[config.mk]
export PLATFORM = sky130hd
export DESIGN_NAME = text_console_cursor_scroll
export DESIGN_NICKNAME = d
export VERILOG_FILES = /design/src/rtl/tcc_pkg.sv /design/src/rtl/tcc_ram.sv /design/src/rtl/tcc_update.sv /design/src/rtl/text_console_cursor_scroll.sv
export VERILOG_INCLUDE_DIRS = /design/src /design/src/rtl
export SDC_FILE = /design/constraint.sdc
export NUM_CORES = 1
export LEC_CHECK = 0
export BUFFER_PORTS_ARGS = -buffer_cell sky130_fd_sc_hd__buf_4
export CAP_MARGIN = 10
export CORE_MARGIN = 3
export CORE_UTILIZATION = 55
export DETAILED_ROUTE_END_ITERATION = 12
export PLACE_DENSITY = 0.77
export SYNTH_ARGS = -nofsm -noshare
export SYNTH_HDL_FRONTEND = slang
export SYNTH_HIERARCHICAL = 1
export SYNTH_SLANG_ARGS = --single-unit
[constraint.sdc]
create_clock -name i_clk -period 10.4 [get_ports i_clk]
set_clock_uncertainty 0.2 [all_clocks]
set_input_delay 0.52 -clock i_clk [delete_from_list [all_inputs] [get_ports i_clk]]
set_output_delay 0.52 -clock i_clk [all_outputs]
set_load 0.02 [all_outputs]
[src/rtl/assert_macros.svh]
// ----------------------------------------------------------------------------
// Assertion macros
// Concurrent assertion shorthands used by the console engine RTL.
// ----------------------------------------------------------------------------
`ifndef ASSERT_MACROS_SVH
`define ASSERT_MACROS_SVH

`ifndef NO_ASSERTIONS
`define ASSERT_RST(lbl, clk, rst_n, prop, msg) \
    lbl: assert property (@(posedge clk) disable iff (!rst_n) prop) else $error(msg);
`define ASSERT_ALW(lbl, clk, prop, msg) \
    lbl: assert property (@(posedge clk) prop) else $error(msg);
`else
`define ASSERT_RST(lbl, clk, rst_n, prop, msg)
`define ASSERT_ALW(lbl, clk, prop, msg)
`endif

`endif

[src/rtl/tcc_pkg.sv]
// ----------------------------------------------------------------------------
// Console engine package
// Shared widths, operation codes, character codes, the reset color and the result word.
// ----------------------------------------------------------------------------
`default_nettype none

package tcc_pkg;

    localparam int CELL_W = 14;
    localparam int CHAR_W = 8;
    localparam int ID_W   = 2;

    typedef enum logic [1:0] {
        FUNC_PUT         = 2'd0,
        FUNC_SCROLL_UP   = 2'd1,
        FUNC_SCROLL_DOWN = 2'd2,
        FUNC_SELECT      = 2'd3
    } t_func;

    localparam logic [CHAR_W-1:0] CH_BACKSPACE = 8'd8;
    localparam logic [CHAR_W-1:0] CH_NEWLINE   = 8'd10;
    localparam logic [CHAR_W-1:0] CH_SPACE     = 8'd32;
    localparam logic [CHAR_W-1:0] COLOR_RESET  = 8'd7;

    typedef struct packed {
        logic              mem_write;
        logic [CELL_W-1:0] mem_cell;
        logic [CHAR_W-1:0] mem_char;
        logic [CHAR_W-1:0] mem_color;
        logic              crtc_update;
        logic [CELL_W-1:0] crtc_cursor;
        logic [CELL_W-1:0] crtc_start;
    } t_result;

endpackage

`default_nettype wire

[src/rtl/tcc_ram.sv]
// ----------------------------------------------------------------------------
// Generic RAM
// One write port and one read port with registered read data.
// ----------------------------------------------------------------------------
`default_nettype none

module tcc_ram #(
    parameter int WIDTH = 8,
    parameter int DEPTH = 4
) (
    input  wire                                   i_clk,
    input  wire                                   i_we,
    input  wire  [((DEPTH > 1) ? $clog2(DEPTH) : 1)-1:0] i_waddr,
    input  wire  [WIDTH-1:0]                      i_wdata,
    input  wire                                   i_re,
    input  wire  [((DEPTH > 1) ? $clog2(DEPTH) : 1)-1:0] i_raddr,
    output logic [WIDTH-1:0]                      o_rdata
);

    logic [WIDTH-1:0] r_mem [DEPTH];

    always_ff @(posedge i_clk) begin
        if (i_we) begin
            r_mem[i_waddr] <= i_wdata;
        end
        if (i_re) begin
            o_rdata <= r_mem[i_raddr];
        end
    end

endmodule

`default_nettype wire

[src/rtl/tcc_update.sv]
// ----------------------------------------------------------------------------
// Console state update
// Computes the new cursor and display start of one console and the result
// word for one item.
// ----------------------------------------------------------------------------
`default_nettype none

module tcc_update import tcc_pkg::*; #(
    parameter int REGION_CELLS = 4096,
    parameter int SCREEN_COLS  = 80,
    parameter int SCREEN_CELLS = 2000
) (
    input  var t_func                         i_func,
    input  wire                               i_id_ok,
    input  wire  [ID_W-1:0]                   i_k,
    input  wire  [ID_W-1:0]                   i_cur,
    input  wire  [CHAR_W-1:0]                 i_char,
    input  wire  [CHAR_W-1:0]                 i_color,
    input  wire  [CELL_W-1:0]                 i_base,
    input  wire  [$clog2(REGION_CELLS)-1:0]   i_off,
    input  wire  [$clog2(SCREEN_COLS)-1:0]    i_col,
    input  wire  [$clog2(REGION_CELLS)-1:0]   i_soff,
    output logic [$clog2(REGION_CELLS)-1:0]   o_off,
    output logic [$clog2(SCREEN_COLS)-1:0]    o_col,
    output logic [$clog2(REGION_CELLS)-1:0]   o_soff,
    output logic                              o_wr,
    output logic                              o_sel,
    output t_result                           o_res
);

    localparam int OFF_W = $clog2(REGION_CELLS);
    localparam int COL_W = $clog2(SCREEN_COLS);
    localparam int EXT_W = $clog2(REGION_CELLS + SCREEN_CELLS + 2 * SCREEN_COLS) + 2;
    localparam int Q_ROWS = SCREEN_CELLS / SCREEN_COLS;
    localparam int R_COLS = SCREEN_CELLS % SCREEN_COLS;
    localparam int SMAX_ROWS = (REGION_CELLS > SCREEN_CELLS) ?
        (REGION_CELLS - SCREEN_CELLS + SCREEN_COLS - 1) / SCREEN_COLS : 0;

    localparam logic signed [EXT_W-1:0] X_ZERO   = '0;
    localparam logic signed [EXT_W-1:0] X_ONE    = EXT_W'(1);
    localparam logic signed [EXT_W-1:0] X_COLS   = EXT_W'(SCREEN_COLS);
    localparam logic signed [EXT_W-1:0] X_REGION = EXT_W'(REGION_CELLS);
    localparam logic signed [EXT_W-1:0] X_QCOLS  = EXT_W'(Q_ROWS * SCREEN_COLS);
    localparam logic signed [EXT_W-1:0] X_SMAX   = EXT_W'(SMAX_ROWS * SCREEN_COLS);
    localparam logic [COL_W-1:0] C_LAST = COL_W'(SCREEN_COLS - 1);
    localparam logic [COL_W-1:0] C_R    = COL_W'(R_COLS);

    logic signed [EXT_W-1:0] off_x;
    logic signed [EXT_W-1:0] col_x;
    logic signed [EXT_W-1:0] soff_x;
    logic signed [EXT_W-1:0] noff_x;
    logic signed [EXT_W-1:0] ncol_x;
    logic signed [EXT_W-1:0] nsoff_x;
    logic signed [EXT_W-1:0] need_x;
    logic signed [EXT_W-1:0] lim_x;
    logic signed [EXT_W-1:0] cell_x;
    logic [COL_W-1:0]        ncol;
    logic                    mem_wr;
    logic [CHAR_W-1:0]       mem_ch;

    always_comb begin
        off_x   = EXT_W'(i_off);
        col_x   = EXT_W'(i_col);
        soff_x  = EXT_W'(i_soff);
        noff_x  = off_x;
        ncol    = i_col;
        nsoff_x = soff_x;
        cell_x  = off_x;
        mem_wr  = 1'b0;
        mem_ch  = i_char;
        ncol_x  = col_x;
        need_x  = X_ZERO;
        lim_x   = X_ZERO;
        case (i_func)
            FUNC_PUT: begin
                if (i_char == CH_NEWLINE) begin
                    if (off_x + X_COLS < X_REGION) begin
                        noff_x = off_x - col_x + X_COLS;
                        ncol   = '0;
                    end
                end else if (i_char == CH_BACKSPACE) begin
                    if (off_x > X_ZERO) begin
                        noff_x = off_x - X_ONE;
                        ncol   = (i_col == '0) ? C_LAST : i_col - COL_W'(1);
                        cell_x = noff_x;
                        mem_wr = 1'b1;
                        mem_ch = CH_SPACE;
                    end
                end else if (off_x + X_ONE < X_REGION) begin
                    noff_x = off_x + X_ONE;
                    ncol   = (i_col == C_LAST) ? '0 : i_col + COL_W'(1);
                    mem_wr = 1'b1;
                end
                // First start row that keeps the cursor on screen, capped at the last row.
                ncol_x = EXT_W'(ncol);
                need_x = noff_x - ncol_x - X_QCOLS + ((ncol >= C_R) ? X_COLS : X_ZERO);
                lim_x  = (need_x < X_SMAX) ? need_x : X_SMAX;
                if (lim_x > soff_x) begin
                    nsoff_x = lim_x;
                end
            end
            FUNC_SCROLL_UP: begin
                if (soff_x > X_ZERO) begin
                    nsoff_x = soff_x - X_COLS;
                end
            end
            FUNC_SCROLL_DOWN: begin
                if (soff_x < X_SMAX) begin
                    nsoff_x = soff_x + X_COLS;
                end
            end
            FUNC_SELECT: begin
                nsoff_x = soff_x;
            end
            default: begin
                nsoff_x = soff_x;
            end
        endcase
    end

    assign o_off  = OFF_W'(noff_x);
    assign o_col  = ncol;
    assign o_soff = OFF_W'(nsoff_x);
    assign o_wr   = i_id_ok && (i_func != FUNC_SELECT);
    assign o_sel  = i_id_ok && (i_func == FUNC_SELECT);

    always_comb begin
        o_res = '0;
        if (i_id_ok) begin
            if (mem_wr) begin
                o_res.mem_write = 1'b1;
                o_res.mem_cell  = i_base + CELL_W'(cell_x);
                o_res.mem_char  = mem_ch;
                o_res.mem_color = i_color;
            end
            if (i_func == FUNC_SELECT || i_k == i_cur) begin
                o_res.crtc_update = 1'b1;
                o_res.crtc_cursor = i_base + CELL_W'(noff_x);
                o_res.crtc_start  = i_base + CELL_W'(nsoff_x);
            end
        end
    end

endmodule

`default_nettype wire

[src/rtl/text_console_cursor_scroll.sv]
// ----------------------------------------------------------------------------
// Text console cursor and scroll engine
// Keeps cursor and display start of each virtual console in a small RAM and
// produces video memory writes and CRTC updates for each item.
// ----------------------------------------------------------------------------
//  Channel  | Direction | Handshake            | Words
//  ---------+-----------+----------------------+-------------------------------
//  in       | input     | i_in_valid/o_in_stall | func, con_num, char_code
//  out      | output    | o_out_valid/i_out_stall | mem_*, crtc_*
//  cfg      | input     | i_cfg_we             | char_color
//
// A word is accepted every cycle unless the input stalls; stage 1 holds it
// and the RAM its state, and the update result is offered from the output
// register. Back-to-back words to the same console take the new state from a
// bypass register instead of the RAM. Reset is synchronous and sets all
// consoles to the base of their region. A stalled output holds its register,
// and the input stalls in that same cycle when a word also waits behind it.
`default_nettype none
`include "assert_macros.svh"

module text_console_cursor_scroll import tcc_pkg::*; #(
    parameter int CONSOLE_COUNT = 4,
    parameter int SCREEN_COLS   = 80,
    parameter int SCREEN_CELLS  = 2000,
    parameter int VIDEO_CELLS   = 16384
) (
    input  wire                i_clk,
    input  wire                i_rst_n,
    input  wire                i_in_valid,
    output logic               o_in_stall,
    input  wire  [1:0]         i_func,
    input  wire  [ID_W-1:0]    i_con_num,
    input  wire  [CHAR_W-1:0]  i_char_code,
    input  wire                i_cfg_we,
    input  wire  [CHAR_W-1:0]  i_cfg_wdata,
    output logic               o_out_valid,
    input  wire                i_out_stall,
    output logic               o_mem_write,
    output logic [CELL_W-1:0]  o_mem_cell,
    output logic [CHAR_W-1:0]  o_mem_char,
    output logic [CHAR_W-1:0]  o_mem_color,
    output logic               o_crtc_update,
    output logic [CELL_W-1:0]  o_crtc_cursor,
    output logic [CELL_W-1:0]  o_crtc_start
);

    localparam int REGION_CELLS = VIDEO_CELLS / CONSOLE_COUNT;
    localparam int OFF_W = $clog2(REGION_CELLS);
    localparam int COL_W = $clog2(SCREEN_COLS);
    localparam int ST_W  = 2 * OFF_W + COL_W;
    localparam int AW    = (CONSOLE_COUNT > 1) ? $clog2(CONSOLE_COUNT) : 1;

    function automatic logic [CELL_W-1:0] f_base(input logic [ID_W-1:0] k);
        logic [31:0] full;
        full = 32'(k) * 32'(REGION_CELLS);
        return full[CELL_W-1:0];
    endfunction

    logic              accept;
    logic              s1_adv;
    logic [AW-1:0]     addr_in;
    logic              id_ok_in;

    logic              r_s1_v;
    t_func             r_s1_func;
    logic [ID_W-1:0]   r_s1_k;
    logic [AW-1:0]     r_s1_addr;
    logic [CHAR_W-1:0] r_s1_char;
    logic [CELL_W-1:0] r_s1_base;
    logic              r_s1_idok;
    logic              r_s1_ent_v;
    logic              r_fwd;
    logic [ST_W-1:0]   r_fwd_data;
    logic [2**AW-1:0]  r_valid;
    logic [ID_W-1:0]   r_cur;
    logic [CHAR_W-1:0] r_color;
    logic              r_out_v;
    t_result           r_out;

    logic [ST_W-1:0]   ram_rdata;
    logic [ST_W-1:0]   st;
    logic              ram_we;
    logic [OFF_W-1:0]  upd_off;
    logic [COL_W-1:0]  upd_col;
    logic [OFF_W-1:0]  upd_soff;
    logic              upd_wr;
    logic              upd_sel;
    t_result           upd_res;

    assign s1_adv     = r_s1_v && (!r_out_v || !i_out_stall);
    assign o_in_stall = r_s1_v && !s1_adv;
    assign accept     = i_in_valid && !o_in_stall;
    assign addr_in    = AW'(i_con_num);
    assign id_ok_in   = 32'(i_con_num) < 32'(CONSOLE_COUNT);
    assign ram_we     = s1_adv && upd_wr;

    assign st = r_fwd ? r_fwd_data : (r_s1_ent_v ? ram_rdata : '0);

    tcc_ram #(
        .WIDTH (ST_W),
        .DEPTH (CONSOLE_COUNT)
    ) u_state_ram (
        .i_clk   (i_clk),
        .i_we    (ram_we),
        .i_waddr (r_s1_addr),
        .i_wdata ({upd_off, upd_col, upd_soff}),
        .i_re    (accept),
        .i_raddr (addr_in),
        .o_rdata (ram_rdata)
    );

    tcc_update #(
        .REGION_CELLS (REGION_CELLS),
        .SCREEN_COLS  (SCREEN_COLS),
        .SCREEN_CELLS (SCREEN_CELLS)
    ) u_update (
        .i_func  (r_s1_func),
        .i_id_ok (r_s1_idok),
        .i_k     (r_s1_k),
        .i_cur   (r_cur),
        .i_char  (r_s1_char),
        .i_color (r_color),
        .i_base  (r_s1_base),
        .i_off   (st[ST_W-1 -: OFF_W]),
        .i_col   (st[OFF_W +: COL_W]),
        .i_soff  (st[OFF_W-1:0]),
        .o_off   (upd_off),
        .o_col   (upd_col),
        .o_soff  (upd_soff),
        .o_wr    (upd_wr),
        .o_sel   (upd_sel),
        .o_res   (upd_res)
    );

    always_ff @(posedge i_clk) begin
        if (!i_rst_n) begin
            r_s1_v  <= 1'b0;
            r_fwd   <= 1'b0;
            r_valid <= '0;
            r_cur   <= '0;
            r_color <= COLOR_RESET;
            r_out_v <= 1'b0;
        end else begin
            if (accept) begin
                r_s1_v <= 1'b1;
                r_fwd  <= ram_we && (r_s1_addr == addr_in);
            end else if (s1_adv) begin
                r_s1_v <= 1'b0;
                r_fwd  <= 1'b0;
            end
            if (ram_we) begin
                r_valid[r_s1_addr] <= 1'b1;
            end
            if (s1_adv && upd_sel) begin
                r_cur <= r_s1_k;
            end
            if (i_cfg_we) begin
                r_color <= i_cfg_wdata;
            end
            if (s1_adv) begin
                r_out_v <= 1'b1;
            end else if (!i_out_stall) begin
                r_out_v <= 1'b0;
            end
        end
    end

    always_ff @(posedge i_clk) begin
        if (accept) begin
            r_s1_func  <= t_func'(i_func);
            r_s1_k     <= i_con_num;
            r_s1_addr  <= addr_in;
            r_s1_char  <= i_char_code;
            r_s1_base  <= f_base(i_con_num);
            r_s1_idok  <= id_ok_in;
            r_s1_ent_v <= r_valid[addr_in];
            r_fwd_data <= {upd_off, upd_col, upd_soff};
        end
        if (s1_adv) begin
            r_out <= upd_res;
        end
    end

    assign o_out_valid   = r_out_v;
    assign o_mem_write   = r_out.mem_write;
    assign o_mem_cell    = r_out.mem_cell;
    assign o_mem_char    = r_out.mem_char;
    assign o_mem_color   = r_out.mem_color;
    assign o_crtc_update = r_out.crtc_update;
    assign o_crtc_cursor = r_out.crtc_cursor;
    assign o_crtc_start  = r_out.crtc_start;

    `ASSERT_RST(a_fwd_live, i_clk, i_rst_n, r_fwd |-> r_s1_v, "bypass set without a word in flight")
    `ASSERT_RST(a_s1_hold, i_clk, i_rst_n, (r_s1_v && !s1_adv) |=> (r_s1_v && $stable(r_s1_k)), "stalled word lost")
    `ASSERT_RST(a_cur_range, i_clk, i_rst_n, 32'(r_cur) < 32'(CONSOLE_COUNT), "current console out of range")
    `ASSERT_RST(a_wr_range, i_clk, i_rst_n, ram_we |-> (32'(upd_off) < 32'(REGION_CELLS)), "cursor beyond region")

endmodule

`default_nettype wire
### Word level (Yosys, flattened, before mapping)

Memory sizes are Yosys's and may differ from the RTL's. A register that Yosys moved wholly into a read port is not among the register bits.
Index checks and enable logic that the tools add are counted.

| operators by class | value |
|---|---|
| $add $sub $neg | 15 |
| order comparisons | 11 |
| equality and inequality tests | 10 |
| multiplexer cells | 49 |
| bitwise gates (word level) | 1 |
| reductions and logical operators | 16 |

Operator list:

| kind | count |
|---|---|
| $mux 15 | 7 |
| $mux 14 | 7 |
| $mux 31 | 3 |
| $mux 7 | 10 |
| $pmux 14 s4 | 1 |
| $add 14x14->14 | 3 |
| $mux 8 | 4 |
| $lt 15x14->1 const B | 2 |
| $mux 29 | 1 |
| $add 12x7->13 const B | 2 |
| $gt 12x1->1 const B | 2 |
| $eq 8x4->1 const B | 2 |
| $add 15x15->15 | 1 |
| $add 15x8->15 const B | 1 |
| $gt 15x13->1 | 1 |
| $lt 15x13->1 const B | 1 |
| $sub 15x12->15 const B | 1 |
| $sub 15x8->15 | 1 |
| $mux 1 | 14 |
| $add 12x1->13 const B | 1 |
| $sub 12x1->13 const B | 1 |
| $sub 12x7->13 | 1 |
| $sub 12x7->13 const B | 1 |
| $lt 12x12->1 const B | 1 |
| 20 further kinds | 33 |

| word-level totals | value |
|---|---|
| register bits | 121 |
| RAM bits | 124 |
| input port bits | 25 |
| output and inout bits | 62 |
| word-level logic and storage cells | 121 |
| memories | 1 |

Memory list:

| memory | words | bits a word | read ports | clocked after Yosys merged registers in | wr ports | RTL line | text |
|---|---|---|---|---|---|---|---|
| u_state_ram.r_mem | 4 | 31 | 1 | 1 | 1 | tcc_ram.sv:20 | `logic [WIDTH-1:0] r_mem [DEPTH];` |

### Depth between registers and ports, before layout

| logic depth | value |
|---|---|
| depth after elaboration | 18 |
| depth in mapped cells | 62 |
| mapped depth without buffers | 56 |

### Cells and area by module

The synthesis kept the hierarchy.

By module, submodules not included:

| module | times used | cells each | area each (um^2) | seq. area each (um^2) |
|---|---|---|---|---|
| tcc_update | 1 | 969 | 6253.5 | 0.0 |
| tcc_ram | 1 | 196 | 5436.5 | 4654.5 |
| text_console_cursor_scroll | 1 | 215 | 4157.7 | 3463.3 |

### Worst setup path after synthesis

Ideal clock, no wire load.

| path | value |
|---|---|
| path type | register to register |
| from | reg r_fwd |
| to | reg r_out, in the netlist o_crtc_start[6], data pin |
| library setup time | 255 ps |
| arrival | 8477 ps |
| data required time | 9945 ps |
| slack | 1469 ps |
| stages on the path, launching flop included | 45 |
| path buffers | 6 |
| clock period less this slack | 8931 ps |
| cell sequence | dfxtp_1 -> buf_2 -> nor2b_1 -> buf_4 -> a22o_1 -> clkbuf_1 -> inv_1 -> ha_1 -> nor3b_1 -> and4_1 -> clkbuf_1 -> nor3_1 -> nand4_1 -> a211oi_1 -> a311oi_1 -> a31o_2 -> ha_1 -> ha_1 -> [9 not listed] -> ha_1 -> clkbuf_1 -> or2_2 -> ha_1 -> nor2b_1 -> o21a_1 -> o21a_1 -> o21a_1 -> o21a_1 -> o2111ai_1 -> a31o_2 -> a211oi_1 -> o21ba_4 -> buf_6 -> o311a_1 -> ha_1 -> xnor2_1 -> and2_1 |

| between the ends | value |
|---|---|
| word-level cells in the longest chain between the ends | 16 |
| elaborated cells on any way between the ends | 44 |
| classes of those cells | add/sub (13); order compare (8); eq/ne (1); mux (21); reduce/logical (1) |

Ends and longest elaborated chain:

| element | RTL line | text |
|---|---|---|
| from (decl) | text_console_cursor_scroll.sv:72 | `logic r_fwd;` |
| from (signal assigned) | text_console_cursor_scroll.sv:146 | `r_fwd <= ram_we && (r_s1_addr == addr_in);` |
| $mux 31 (*) | text_console_cursor_scroll.sv:97 | `assign st = r_fwd ? r_fwd_data : (r_s1_ent_v ? ram_rdata : '0);` |
| via st[19] | text_console_cursor_scroll.sv:81 | `logic [ST_W-1:0] st;` |
| $add 12x1->13 | tcc_update.sv:89, tcc_update.sv:90 |  |
| $lt 15x14->1 | tcc_update.sv:89 | `end else if (off_x + X_ONE < X_REGION) begin` |
| $mux 15 / $mux 7 (equally long branches) | tcc_update.sv:89 |  |
| $mux 15 / $mux 7 (equally long branches) | tcc_update.sv:81 | `end else if (i_char == CH_BACKSPACE) begin` |
| $mux 15 / $mux 7 (equally long branches) | tcc_update.sv:76 | `if (i_char == CH_NEWLINE) begin` |
| $mux 15 / $mux 7 (equally long branches) | tcc_update.sv:74 | `case (i_func)` |
| [2 not listed] | -- |  |
| $add 15x15->15 (*) | tcc_update.sv:96 | `need_x = noff_x - ncol_x - X_QCOLS + ((ncol >= C_R) ? X_COLS : X_ZERO);` |
| $lt 15x13->1 | tcc_update.sv:97 | `lim_x = (need_x < X_SMAX) ? need_x : X_SMAX;` |
| $mux 15 (*) | tcc_update.sv:97 |  |
| $gt 15x13->1 | tcc_update.sv:98 | `if (lim_x > soff_x) begin` |
| $mux 14 (*) | tcc_update.sv:98 |  |
| $pmux 14 s4 (*) | tcc_update.sv:74 |  |
| via upd_soff[6] | text_console_cursor_scroll.sv:85 | `logic [OFF_W-1:0] upd_soff;` |
| $add 14x14->14 (*) | tcc_update.sv:139 | `o_res.crtc_start = i_base + CELL_W'(nsoff_x);` |
| to (signal assigned) | text_console_cursor_scroll.sv:180 | `r_out <= upd_res;` |
| to (decl) | text_console_cursor_scroll.sv:78 | `t_result r_out;` |

Mark *: on every way through the listed nets, which the timed path passes. The rest lies on a longest branch. The select of a mux whose other input is x is not followed.
A chain may end at the register's enable or synchronous reset.

### Worst setup path after layout

| path | value |
|---|---|
| from | reg r_s1_ent_v |
| to | reg r_out, in the netlist o_crtc_start[3], data pin |

| between the ends | value |
|---|---|
| word-level cells in the longest chain between the ends | 17 |
| elaborated cells on any way between the ends | 45 |
| classes of those cells | add/sub (13); order compare (8); eq/ne (1); mux (22); reduce/logical (1) |

Ends and longest elaborated chain:

| element | RTL line | text |
|---|---|---|
| from (decl) | text_console_cursor_scroll.sv:71 | `logic r_s1_ent_v;` |
| from (signal assigned) | text_console_cursor_scroll.sv:176 | `r_s1_ent_v <= r_valid[addr_in];` |
| $mux 31 (*) (2 in a row) | text_console_cursor_scroll.sv:97 |  |
| via st[12] | text_console_cursor_scroll.sv:81 |  |
| branches (longest 8 deep; another with $add 15x8->15) | -- |  |
| $add 15x15->15 (*) | tcc_update.sv:96 |  |
| $lt 15x13->1 | tcc_update.sv:97 |  |
| $mux 15 (*) | tcc_update.sv:97 |  |
| $gt 15x13->1 | tcc_update.sv:98 |  |
| $mux 14 (*) | tcc_update.sv:98 |  |
| $pmux 14 s4 (*) | tcc_update.sv:74 |  |
| via upd_soff[3] | text_console_cursor_scroll.sv:85 |  |
| $add 14x14->14 (*) | tcc_update.sv:139 |  |

Mark *: on every way through the listed nets, which the timed path passes. The select of a mux whose other input is x is not followed.

==> out/results.ini <==
[timing]
timing_hold_violations_final=0
layout_min_cycle_time_ns=9.881
fin_crit_sh=0.9501
relSlewSlack=0.1854
rsz0062_at_grt=false
tns_ns=0
hold-worst-slack_ns=0.03093
fmax_ghz=0.1012
final_max_slew_viol_count=0
tightest_slew_ns=1.209
setup_viol=0

[layout]
antennaDiodeCount=0
syn_to_final_growth_pct=14.75
layout_common_cells=edfxtp_1 (259), buf_4 (115), nand2_1 (106), nor2_1 (103), ha_1 (89)
nNetsFinal=1643
final_common_cell=edfxtp_1
fillers=2150
final_util=0.6475
stdcell_area_mm2=0.01818
drive_above_1_share=0.1573

[pwr]
p_leak_nw=6.989
power_frac_clock=0.353
power_switching_mw=0.7692
peakVddDrop_mv=0.1714
switching_share=0.2695
power.internal_mw=2.085
pwr-share-seq=0.452
combPwrFrac=0.195
powerDensity_mw_per_mm2=156.9

[placed_design]
place_area_mm2=0.01708
portBuffers=86
dp.final_hpwl_mm=28.64
place.gp.congestion=1.025

[setup_path]
required_ns=10.45
crit_family=compound AO/OA/AOI/OAI gates
worstSetupStartpoint=r_s1_ent_v$_DFFE_PP_
path_common_cell=ha_1
cp-start-kind=flop
crit_path_max_incr_delay_ns=0.51
path_class=reg -> reg
cp-end-kind=flop
cp_max_fo=14
crit_arrival_ns=9.93
crit_buf_inv=2
reg2reg_slack_ns=0.52
crit_slowest_cell=a21oi_1
timing.rr.start=r_s1_ent_v$_DFFE_PP_

[logic_synthesis]
async_flop_share=0
synth_edf_count=259
yosysTopAreaCell=edfxtp_1
synth_compound_area_frac=0.1390
syn-instance-count=1380
synth.avg_cell_area_um2=11.48
ys.flop_type=edfxtp_1
yosysTopAreaCellShare=0.4908
synth_area_mm2=0.01585
synthSimpleGateAreaFrac=0.1417
ys_types=92
synth_seq_cells=276
yosysSeqAreaShare=0.5122
synthMuxAreaShare=0.06063
synthAdderAreaFrac=0.07737
synth_area_leaders=edfxtp_1 (49%), ha_1 (7.1%), mux4_2 (4.4%)
synth_top_family_by_area=simple AND/OR/NAND/NOR gates
synth_xor_xnor_area_share=0.03482
synth_warnings=6

[detailed_routing]
drcViolationCount=0
routed_wire_length_per_instance_um=21.33
ant_nets=0
firstDrtPassIters=6
wl_mm=41.02
vias=11860
drt_iter0_drc=1029
avgViaCountPerCell=6.166

[clock_network]
cts.clk_slew.worst_paths_ns=0.06
clock_latency_ns=0.58
cts.sinks=276
numCtsBuffers=28
cts_tree=built
h-tree-depth=1
root_buffer=clkbuf_16
cts.path.max_buffers=3

[global_routing]
grt-ovfl-total=0
grt_max_degree=76
antenna_found_initial=0
grt_use_total=0.2613
grt_pass1_vias=11610
grt_pass1_wl_mm=63.83

[floorplanning]
design.core.area_mm2=0.02809
dieArea_mm2=0.03089
io_pins=87
start_util=0.5642
die_w_um=175.7
die_h_um=175.7
placementRows=61

[run_status]
status=finished clean

[flow_run]
drv_cap=0

[worst_hold_path]
hold_path.class=in -> reg
hp-start=i_cfg_wdata[5]

worst paths after layout:
kind / cells after the start / endpoint
worst min-delay path: 3 / r_color[5]$_SDFFE_PN0P_
worst max register to register: 39 / o_crtc_start[3]$_DFFE_PN_
worst max-delay path: 39 / o_crtc_start[3]$_DFFE_PN_
worst min register to register: 1 / r_valid[2]$_SDFFE_PN0P_
worst register-to-register path, delay by kind of cell (launching register included):
kind	cells	cell delay [ns]
buffers and inverters	2	0.33
XOR/XNOR	1	0.19
adder cells (fa/ha/maj)	7	2.39
flip-flops	1	0.37
AO/OA/AOI/OAI	19	4.47
AND/OR/NAND/NOR	10	1.63
metrics by stage:
| stage | total power, mW | worst slack (ns) | instances |
|---|---|---|---|
| 3_5_place_dp | 1.844 | 0.3079 | 1856 |
| 2_1_floorplan | 1.701 | 1.469 | 1424 |
| 6_report | 2.854 | 0.5190 | 1923 |
| 5_1_grt | 2.973 | 0.08351 | 1923 |
| 3_3_place_gp | 1.834 | 0.5586 | 1856 |
| 4_1_cts | 2.857 | 0.2289 | 1923 |
cell usage after synthesis (7+ instances only):
| master | instances |
|---|---|
| nand2b_1 | 8 |
| or2_2 | 14 |
| a21oi_1 | 69 |
| nor2b_1 | 28 |
| o21ai_0 | 83 |
| a22o_1 | 30 |
| nor3_1 | 32 |
| o21a_1 | 16 |
| buf_2 | 11 |
| a211oi_1 | 8 |
| a22oi_1 | 8 |
| and2_1 | 24 |
| o211ai_1 | 7 |
| mux4_2 | 31 |
| nor4_1 | 11 |
| a21boi_0 | 7 |
| nand4_1 | 17 |
| a31oi_1 | 12 |
| clkbuf_1 | 41 |
| inv_1 | 63 |
| edfxtp_1 | 259 |
| xnor2_1 | 45 |
| ha_1 | 90 |
| dfxtp_1 | 17 |
| nor3b_1 | 7 |
| nand2_1 | 106 |
| a21o_1 | 16 |
| nor2_1 | 103 |
| xor2_1 | 18 |
| and3_1 | 18 |
| or3_1 | 12 |
| mux2i_1 | 18 |
| nand3_1 | 27 |
sequential cells by signal, indices dropped and copies added (netlist names):
name / cells
r_color: 8
o_out_valid: 1
r_fwd_data: 31
r_s1_ent_v: 1
r_s1_v: 1
o_mem_char: 8
r_s1_char: 8
r_s1_addr: 2
o_crtc_update: 1
o_mem_cell: 14
r_valid: 4
r_s1_func: 2
o_crtc_cursor: 14
o_crtc_start: 14
o_mem_write: 1
o_mem_color: 8
u_state_ram/o_rdata: 31
r_fwd: 1
u_state_ram/r_mem: 124
r_cur: 2
timing repair:
| item | CTS | global route |
|---|---|---|
| endpoints found under the setup margin | 0 | 57 |
| hold endpoints to repair | 15 | 0 |
| hold buffers | 15 | 0 |
| resized for setup | 0 | 7 |
| setup buffers | 0 | 0 |
area by class of cell:
| class | instances | area [µm²] | area share |
|---|---|---|---|
| clock buffers | 39 | 762.0 | 0.04190 |
| clock inverters | 13 | 173.9 | 0.009564 |
| inverters | 64 | 240.2 | 0.01321 |
| multi-input cells | 1022 | 7393 | 0.4066 |
| flip-flops and latches | 276 | 8118 | 0.4464 |
| well taps | 378 | 473.0 | 0.02601 |
| repair buffers | 131 | 1025 | 0.05635 |
power by group through the flow:
stage	registers (mW)	logic (mW)	clock network [mW]
floorplan	1.32	0.377	0
global placement	1.31	0.522	0
detailed placement	1.31	0.530	0
CTS	1.29	0.538	1.03
global route	1.29	0.606	1.07
finish	1.29	0.556	1.01
cells by family after synthesis:
| kind of cell | Yosys count |
|---|---|
| xor+xnor | 63 |
| simple gates | 439 |
| mux | 55 |
| other cells | 2 |
| fa+ha+maj | 95 |
| compound gates | 324 |
| buf+inv | 126 |
| flops | 276 |
layer usage:
metal  wire length, µm  vias to the layer above  global-route usage  share of wire
li1                  -                     5462                   -              -
met1             16880                     5735              0.3530           0.41
met2             19550                      542              0.4355           0.48
met3              3034                      118             0.03848          0.074
met4              1553                        0             0.09007          0.038
met5                 0                        -                   0              0
No activity file was read; power rests on OpenSTA's default activity.
